$ cat config.mk
export PLATFORM = sky130hd
export DESIGN_NAME = drm_ctrl
export DESIGN_NICKNAME = d
export VERILOG_FILES = /design/src/rtl/drm_pkg.sv /design/src/rtl/drm_ctrl.sv
export SDC_FILE = /design/constraint.sdc
export NUM_CORES = 1
export LEC_CHECK = 0
export BUFFER_PORTS_ARGS = -buffer_cell sky130_fd_sc_hd__buf_2
export CORE_AREA = 2 2 39 41
export CTS_CLUSTER_SIZE = 20
export DETAILED_ROUTE_END_ITERATION = 10
export DIE_AREA = 0 0 41 43
export PLACE_DENSITY_LB_ADDON = 0.05
export SYNTH_ARGS = -nofsm -noshare
export SYNTH_HDL_FRONTEND = slang
export SYNTH_SLANG_ARGS = --single-unit
$ cat constraint.sdc
create_clock -name i_clk -period 1.7 [get_ports i_clk]
set_input_delay 0.255 -clock i_clk [delete_from_list [all_inputs] [get_ports i_clk]]
set_output_delay 0.255 -clock i_clk [all_outputs]
set_load 0.02 [all_outputs]
$ cat src/rtl/drm_pkg.sv
`timescale 1ns / 1ps
`default_nettype none
// ============================================================================
// drm_pkg
// Shared types and constants of the decimated running mean/variance block.
// ============================================================================
package drm_pkg;

    localparam int COL_W      = 4;
    localparam int SAMPLE_W   = 32;
    localparam int VAR_W      = 48;
    localparam int COUNT_W    = 32;
    localparam int DEC_W      = 16;
    localparam int CFG_IDX_W  = 2;
    localparam int CFG_DATA_W = 32;

    // divider operand widths: numerator left aligned, denominator up to 2^32
    localparam int DIV_NUM_W  = 64;
    localparam int DIV_DEN_W  = 33;
    localparam int DIV_ITER_W = 7;

    localparam logic [CFG_IDX_W-1:0] CFG_SKIP_RECORDS = 2'd0;
    localparam logic [CFG_IDX_W-1:0] CFG_DECIMATION   = 2'd1;

    localparam logic [VAR_W-1:0] VAR_MAX = {VAR_W{1'b1}};
    localparam logic [COUNT_W-1:0] COUNT_MAX = {COUNT_W{1'b1}};

    typedef struct packed {
        logic [COL_W-1:0]           column;
        logic signed [SAMPLE_W-1:0] sample;
    } t_in_item;

    typedef struct packed {
        logic [COL_W-1:0]           out_column;
        logic signed [SAMPLE_W-1:0] mean;
        logic [VAR_W-1:0]           variance;
        logic                       folded;
        logic [COUNT_W-1:0]         used_records;
    } t_out_item;

    // controller to datapath
    typedef struct packed {
        logic load;      // capture the input transaction
        logic rd;        // read the column statistics
        logic eval;      // decide, latch old statistics, advance record counters
        logic seed;      // first folded record: mean = sample, variance = 0
        logic div_mean;  // start mean step division
        logic mean_upd;  // apply rounded mean step
        logic abs_err;   // |sample - new mean|
        logic mul;       // error product
        logic tsum;      // rounded scaling of the product
        logic div_var;   // start variance step division
        logic var_upd;   // apply variance step, saturate, write back
        logic emit;      // load the output register
    } t_dp_cmd;

    // datapath to controller
    typedef struct packed {
        logic fold_now;  // current item is in range and its record is used
        logic cnt_zero;  // no record folded before this one
        logic folded;    // latched fold decision of the current item
        logic div_busy;
        logic div_done;
    } t_dp_sts;

endpackage
`default_nettype wire

$ cat src/rtl/drm_ctrl.sv
`timescale 1ns / 1ps
`default_nettype none
// ============================================================================
// drm_ctrl
// Sequencer: walks one transaction through read, decision, the two
// divisions and write-back, and owns both handshakes.
// ============================================================================
module drm_ctrl (
    input  wire logic             i_clk,
    input  wire logic             i_rst_n,
    input  wire logic             i_in_valid,
    output logic                  o_in_ready,
    output logic                  o_out_valid,
    input  wire logic             i_out_ready,
    input  wire drm_pkg::t_dp_sts i_sts,
    output drm_pkg::t_dp_cmd      o_cmd
);
    import drm_pkg::*;

    localparam logic [3:0] S_IDLE     = 4'd0;
    localparam logic [3:0] S_READ     = 4'd1;
    localparam logic [3:0] S_EVAL     = 4'd2;
    localparam logic [3:0] S_DIV_MEAN = 4'd3;
    localparam logic [3:0] S_ABS_ERR  = 4'd4;
    localparam logic [3:0] S_MUL      = 4'd5;
    localparam logic [3:0] S_TSUM     = 4'd6;
    localparam logic [3:0] S_DIFF     = 4'd7;
    localparam logic [3:0] S_DIV_VAR  = 4'd8;
    localparam logic [3:0] S_EMIT     = 4'd9;

    logic [3:0] r_state, n_state;
    logic       r_out_valid, n_out_valid;
    t_dp_cmd    w_cmd;

    always_comb begin
        n_state     = r_state;
        n_out_valid = r_out_valid && !i_out_ready;
        w_cmd       = '0;
        unique case (r_state)
            S_IDLE: begin
                if (i_in_valid) begin
                    w_cmd.load = 1'b1;
                    n_state    = S_READ;
                end
            end
            S_READ: begin
                w_cmd.rd = 1'b1;
                n_state  = S_EVAL;
            end
            S_EVAL: begin
                w_cmd.eval = 1'b1;
                if (i_sts.fold_now && !i_sts.cnt_zero) begin
                    w_cmd.div_mean = 1'b1;
                    n_state        = S_DIV_MEAN;
                end else begin
                    w_cmd.seed = i_sts.fold_now;
                    n_state    = S_EMIT;
                end
            end
            S_DIV_MEAN: begin
                if (i_sts.div_done) begin
                    w_cmd.mean_upd = 1'b1;
                    n_state        = S_ABS_ERR;
                end
            end
            S_ABS_ERR: begin
                w_cmd.abs_err = 1'b1;
                n_state       = S_MUL;
            end
            S_MUL: begin
                w_cmd.mul = 1'b1;
                n_state   = S_TSUM;
            end
            S_TSUM: begin
                w_cmd.tsum = 1'b1;
                n_state    = S_DIFF;
            end
            S_DIFF: begin
                w_cmd.div_var = 1'b1;
                n_state       = S_DIV_VAR;
            end
            S_DIV_VAR: begin
                if (i_sts.div_done) begin
                    w_cmd.var_upd = 1'b1;
                    n_state       = S_EMIT;
                end
            end
            S_EMIT: begin
                // hold until the output register is free
                if (!r_out_valid || i_out_ready) begin
                    w_cmd.emit  = 1'b1;
                    n_out_valid = 1'b1;
                    n_state     = S_IDLE;
                end
            end
            default: n_state = S_IDLE;
        endcase
    end

    always_ff @(posedge i_clk) begin
        if (!i_rst_n) begin
            r_state     <= S_IDLE;
            r_out_valid <= 1'b0;
        end else begin
            r_state     <= n_state;
            r_out_valid <= n_out_valid;
        end
    end

    assign o_in_ready  = r_state == S_IDLE;
    assign o_out_valid = r_out_valid;
    assign o_cmd       = w_cmd;
endmodule
`default_nettype wire
==> impl_metrics.tcl, run 1 <==
set metrics [dict create \
    outcome "completed" \
    groute.usage.overall_pct 14.27 \
    synth_top_area_share_pct 22.60 \
    fin_worst_skew_ns 0.008668 \
    flip_flop_and_latch_count_after_synthesis 5 \
    path_delay_family "simple AND/OR/NAND/NOR gates" \
    max-cap-violations 0 \
    finalWirelength_mm 1.047 \
    drt-wirelength-per-cell_um 11.51 \
    core.rowCount 14 \
    overflow 0 \
    syn_area_um2 442.9 \
    worst_pin_slew_ns 0.4515 \
    clock_insertion_delay_worst_skew_ns 0.25 \
    placed_cells_incl_taps 87 \
    rrSetupSlack_ns 0.32 \
    initialDrtViolationCount 8 \
    synthDominantAreaCellType "sky130_fd_sc_hd__dfxtp_1" \
    gpl.final_weighted_congestion 0.6524 \
    route.detailed.drc 0 \
    max_freq_mhz 618.2 \
    floorplan.die.width_um 41 \
    leakagePower_uw 0.0002882 \
    power.density_cell_area_nw_per_um2 1425 \
    numClockSinks 5 \
    vdd.ir_drop.worst_v 0.0006279 \
    critical_path.startpoint_type "flop" \
    starting_density_of_the_core_pct 32.01 \
    crit_chain "nor4b_2 -> and3_1 -> buf_2" \
    yosys_warnings 0 \
    synth_area_leaders "sky130_fd_sc_hd__dfxtp_1, sky130_fd_sc_hd__nand2b_1, sky130_fd_sc_hd__mux2i_1" \
    ports_placed_on_the_boundary 23 \
    crit_path_max_incr_delay_ns 0.38 \
    crit_required_ns 1.44 \
    timing.critical_path.slowest_stage_cell "sky130_fd_sc_hd__dfxtp_2" \
    type_of_element_capturing_the_critical_path "output pin" \
    htree_num_levels 1 \
    final_cell_count_no_fill 91 \
    port-buffer-count 20 \
    cts_buffer_depth 2 \
    die_height_um 43 \
    synth.net_count 60 \
    numCtsBuffers 3 \
    rsz0062_at_grt "false" \
    drt_first_pass_iters 4 \
    final_hold_violation_count 0 \
    timing.final.crit_share_pct 95.16 \
    setup_viol 0 \
    critPathBufInv 1 \
    grt_antenna_before_repair 0 \
    route.antenna.remaining_nets 0 \
    layout.nets 85 \
    period_minus_slack_ns 1.618 \
    dr_total_vias 453 \
    place_worst_setup_slack_ns 0.1932 \
    cts.root.buffer_cell "sky130_fd_sc_hd__clkbuf_4" \
    slew-limit-headroom_pct 69.12 \
    dp_hpwl_um 805.7 \
    synthesis.area_per_instance_um2 8.685 \
    number_of_hold_buffers_added_after_cts 0 \
    area_growth_syn_to_layout_pct 35.31 \
    antenna_cells 0 \
    synthCells 51 \
    hold_class "in2reg" \
    placeableCoreArea_um2 1384 \
    crit_arrival_ns 1.36 \
    grt_start_max_net_pins 11 \
    die_area_um2 1763 \
    grt_pass1_vias 407 \
    worst_path_clk_slew_ns 0.05 \
    synth.yosys.seq_area_share_pct 22.60 \
    vias_per_cell 4.978 \
    critPathMaxFanout 9 \
    netlist-cell-type-count 28 \
    drv_slew 0 \
    criticalPathCategory "reg2out" \
    global_route_wire_length_before_repair_mm 1.669 \
    final_layout_size_suffix_gt1_share_pct 46.67 \
    tritoncts "done" \
    final.setup.tns_ns 0 \
    setup_slack_ns 0.08234 \
]
routing by layer:
layer	share of wire (%)	global-route usage (%)
met2	48	20.31
met4	2.6	12.00
met5	0	0
met3	4.0	1.571
met1	46	18.06
synth_stat cells:
cell type	number
sky130_fd_sc_hd__nor4b_2	1
sky130_fd_sc_hd__xnor2_1	1
sky130_fd_sc_hd__mux2i_1	3
sky130_fd_sc_hd__nor2b_1	1
sky130_fd_sc_hd__o311ai_1	1
sky130_fd_sc_hd__nor2_1	5
sky130_fd_sc_hd__dfxtp_1	5
sky130_fd_sc_hd__nand3b_1	1
sky130_fd_sc_hd__inv_1	2
sky130_fd_sc_hd__nor4b_1	1
sky130_fd_sc_hd__a21oi_1	1
sky130_fd_sc_hd__and4b_1	1
sky130_fd_sc_hd__buf_2	1
sky130_fd_sc_hd__nor3_1	4
sky130_fd_sc_hd__nand2b_1	5
sky130_fd_sc_hd__nand2_1	3
sky130_fd_sc_hd__o31ai_1	1
sky130_fd_sc_hd__and2_1	2
sky130_fd_sc_hd__buf_4	2
sky130_fd_sc_hd__a221oi_4	1
sky130_fd_sc_hd__nor4_4	1
sky130_fd_sc_hd__nor3b_1	1
sky130_fd_sc_hd__a21boi_0	1
sky130_fd_sc_hd__and3_1	2
sky130_fd_sc_hd__nand4bb_1	1
sky130_fd_sc_hd__buf_6	1
sky130_fd_sc_hd__o21a_1	1
sky130_fd_sc_hd__a2111oi_0	1
flip-flops by register name, summed over array words and instances, names as in the netlist:
register	count
o_out_valid	1
r_state	4
cell usage in the layout, fill, tap and decap left out, types with 2 or more instances in the layout:
master	instances
sky130_fd_sc_hd__nor2_1	5
sky130_fd_sc_hd__dfxtp_2	4
sky130_fd_sc_hd__mux2i_1	3
sky130_fd_sc_hd__and2_1	2
sky130_fd_sc_hd__nor3_1	4
sky130_fd_sc_hd__nor4b_2	2
sky130_fd_sc_hd__nand2b_1	5
sky130_fd_sc_hd__buf_4	4
sky130_fd_sc_hd__clkbuf_4	3
sky130_fd_sc_hd__buf_2	20
sky130_fd_sc_hd__and3_1	2
sky130_fd_sc_hd__nand2_1	3
sky130_fd_sc_hd__inv_1	2
worst register-to-register path: cells and delay by family, from the launching register on:
family | cells | cell delay (ns)
DFF | 1 | 0.37
and+or+nand+nor | 1 | 0.17
AOI/OAI and AO/OA | 2 | 0.62
muxes | 1 | 0.14
what timing repair did:
item,4_1_cts,5_1_grt
resized for setup,3,1
setup buffers,0,0
pin swaps,0,0
endpoints found under the setup margin,3,3
power breakdown:
part           switching (uW)  leakage, uW  internal [uW]
clock                    54.7    0.0000150           89.1
combinational             241     0.000231            234
sequential               81.2    0.0000424            154
total                     377     0.000288            477
final timing paths:
kind,startpoint,endpoint,cells past startpoint
max,r_state[0],o_cmd[7],3
min,i_rst_n,r_state[1],2
max reg2reg,r_state[3],r_state[3],4
min reg2reg,o_out_valid,o_out_valid,2
cells by family (layout without fill, tap and decap cells):
group / count (synthesis) / after routing / synth area share, %
AND/OR/NAND/NOR: 29 / 29 / 43.79
AO/OA/AOI/OAI: 7 / 7 / 16.10
buffers and inverters: 6 / 30 / 8.755
flip-flops: 5 / 5 / 22.60
multiplexers: 3 / 3 / 6.780
XOR/XNOR: 1 / 1 / 1.978
final cells by class:
cell class                 instances  area (um^2)
tap                               16        20.02
multi-input combinational         40        310.3
sequential                         5        105.1
clock buffer                       4        26.28
timing repair buffer              24        130.1
inverter                           2        7.507
fill                             149        784.5
per-stage QoR:
stage / utilization [%] / hold slack [ns] / total power (uW) / area, um^2
2_1_floorplan: - / 0.3727 / 595.3 / 449.2
3_3_place_gp: 41.05 / 0.5194 / 712.0 / 568.0
3_5_place_dp: 41.05 / 0.5195 / 711.0 / 568.0
4_1_cts: 43.22 / 0.2998 / 861.2 / 598.1
5_1_grt: 43.31 / 0.3144 / 914.4 / 599.3
6_report: 43.31 / 0.2920 / 854.0 / 599.3
(Power assumes the default switching activity.)
==> run 2, diff against run 1 <==
Settings changed: ABC_AREA from default to 1.
==> impl_metrics.tcl, run 2 <==
set metrics [dict create \
    outcome "completed" \
    critical_path.startpoint_type "flop" \
    crit_path_max_incr_delay_ns 0.38 \
    grt_antenna_before_repair 0 \
    groute.usage.overall_pct 12.75 \
    yosys_most_used_dff "sky130_fd_sc_hd__dfxtp_1" \
    worst_path_clk_slew_ns 0.04 \
    vias_per_cell 4.342 \
    fin_worst_skew_ns 0.003936 \
    port-buffer-count 20 \
    finalWirelength_um 994 \
    ports_placed_on_the_boundary 23 \
    dp_hpwl_um 854.7 \
    die_area_um2 1763 \
    slew-limit-headroom_pct 87.53 \
    synth_top_area_share_pct 24.62 \
    crit_arrival_ns 1.28 \
    gpl.final_weighted_congestion 0.7592 \
    grt_start_max_net_pins 9 \
    synthDominantAreaCellType "sky130_fd_sc_hd__dfxtp_1" \
    netlist-cell-type-count 16 \
    tritoncts "done" \
    overflow 0 \
    dr_total_vias 482 \
    power.density_cell_area_nw_per_um2 1118 \
    hold_class "in2reg" \
    final_hold_violation_count 0 \
    asr_flop_ratio_synth_pct 0 \
    syn_area_um2 406.6 \
    grt_pass1_vias 394 \
    synth_edf_count 0 \
    vdd.ir_drop.worst_v 0.0004133 \
    floorplan.die.width_um 41 \
    cts_buffer_depth 2 \
    largest_register_ff_count 4 \
    layout.cells.most_common_list "sky130_fd_sc_hd__buf_2, sky130_fd_sc_hd__inv_1, sky130_fd_sc_hd__nand2_1" \
    drt_first_pass_iters 4 \
    clock_insertion_delay_worst_skew_ns 0.24 \
    placeableCoreArea_um2 1384 \
    critPathMaxFanout 4 \
    max_freq_mhz 652.3 \
    seq_power_share_pct 28.6 \
    criticalPathCategory "reg2out" \
    worst_path_most_repeated_cell "sky130_fd_sc_hd__inv_1" \
    type_of_element_capturing_the_critical_path "output pin" \
    worst_hold_slack_ns 0.2504 \
    htree_num_levels 1 \
    drv_slew 0 \
    pwr-share-clk_pct 21.8 \
    setup_viol 0 \
    starting_density_of_the_core_pct 29.39 \
    crit_chain "inv_1 -> nor2_1 -> inv_1 -> nor3_1 -> buf_2" \
    antenna_cells 0 \
    flip_flop_and_latch_count_after_synthesis 5 \
    max-cap-violations 0 \
    global_route_wire_length_before_repair_mm 1.531 \
    synth.net_count 80 \
    num-fill-cells 171 \
    multi_input_comb_area_um2 231.5 \
    final_layout_size_suffix_gt1_share_pct 35.79 \
    drt-wirelength-per-cell_um 8.955 \
    initialDrtViolationCount 9 \
    switching_share_pct 46.02 \
    most_frequent_standard_cell_in_the_layout_excluding_fill_and_tap_cells "sky130_fd_sc_hd__buf_2" \
    die_height_um 43 \
    numCtsBuffers 3 \
    switchingPower_uw 283.2 \
    combinationalPowerShare_pct 49.6 \
    yosys_warnings 0 \
    yosysMostFrequentCell "sky130_fd_sc_hd__inv_1" \
    cts.root.buffer_cell "sky130_fd_sc_hd__clkbuf_4" \
    numClockSinks 5 \
    period_minus_slack_ns 1.533 \
    rsz0062_at_grt "false" \
    layout.nets 105 \
    final.setup.tns_ns 0 \
    timing.final.crit_share_pct 90.17 \
    synthCells 71 \
    leakagePower_uw 0.0003312 \
    area_growth_syn_to_layout_pct 35.38 \
    route.detailed.drc 0 \
    worst_pin_slew_ns 0.1863 \
    crit_required_ns 1.44 \
    timing.critical_path.slowest_stage_cell "sky130_fd_sc_hd__dfxtp_1" \
    max_flop_register "r_state" \
    ys_top_cells_by_count "sky130_fd_sc_hd__inv_1, sky130_fd_sc_hd__nand2_1, sky130_fd_sc_hd__nor2_1" \
    internal_power_uw 332.2 \
    synthesis.area_per_instance_um2 5.727 \
    synth.yosys.seq_area_share_pct 24.62 \
    core.rowCount 14 \
    seqCellArea_um2 101.3 \
    route.antenna.remaining_nets 0 \
    synth_area_leaders "sky130_fd_sc_hd__dfxtp_1, sky130_fd_sc_hd__inv_1, sky130_fd_sc_hd__nand2_1" \
]
-- run 2: cell count changes after synthesis, sizes merged, moves of 5 or more --
cell    before  now
nand2b       5    0
inv          2   17
nand3        0    7
nand2        3   13
nor2         5   15
-- run 2: power groups by stage --
stage,logic [uW],clock network [uW],registers [uW]
6_report,305,134,176
5_1_grt,342,153,181
4_1_cts,310,142,175
3_5_place_dp,309,0,177
3_3_place_gp,307,0,178
2_1_floorplan,250,0,157
-- run 2: through the flow --
stage,setup slack [ns],area [um^2],util [%],cells,total power [uW]
2_1_floorplan,0.1389,406.6,-,71,407.5
3_3_place_gp,0.3873,523.0,37.79,107,485.0
3_5_place_dp,0.3708,523.0,37.79,107,485.9
4_1_cts,0.1041,549.3,39.69,111,627.2
5_1_grt,0.04447,550.5,39.78,111,675.5
6_report,0.1671,550.5,39.78,111,615.3
-- run 2: timing repair --
item	4_1_cts	5_1_grt
hold buffers	0	0
setup endpoints to repair	0	1
setup buffers	0	0
resized for setup	0	1
-- run 2: final timing paths --
path	endpoint	cells after the start	slack, ns	start
worst max-delay path	o_cmd[4]	5	0.17	r_state[2]
worst min-delay path	r_state[0]	3	0.25	i_rst_n
worst max register to register	r_state[0]	8	0.47	r_state[3]
worst min register to register	r_state[3]	2	0.54	r_state[3]
-- run 2: kinds of logic (layout without fill, tap and decap cells) --
family	Yosys count	in the layout	synth area share, %
AO/OA/AOI/OAI	7	7	9.537
buffers and inverters	18	42	18.46
flip-flops	5	5	24.62
AND/OR/NAND/NOR	41	41	47.39
-- run 2: area by class of cell --
type / count / area share, %
tap: 16 / 3.636
inverter: 17 / 11.59
sequential: 5 / 18.41
clock buffer: 4 / 4.773
timing repair buffer: 21 / 19.55
multi-input combinational: 48 / 42.05
-- run 2: layer usage --
layer	GRT usage [%]	up-vias	share of wire (%)
met3	6.283	0	6.8
met4	2.000	0	0
met1	16.40	199	49
met2	19.06	14	44
met5	0	-	0
li1	-	269	-
-- run 2: critical path, delay by kind of cell, from the launching register on --
kind	cells	cell delay [ns]
buffers and inverters	3	0.36
DFF	1	0.38
and+or+nand+nor	2	0.30
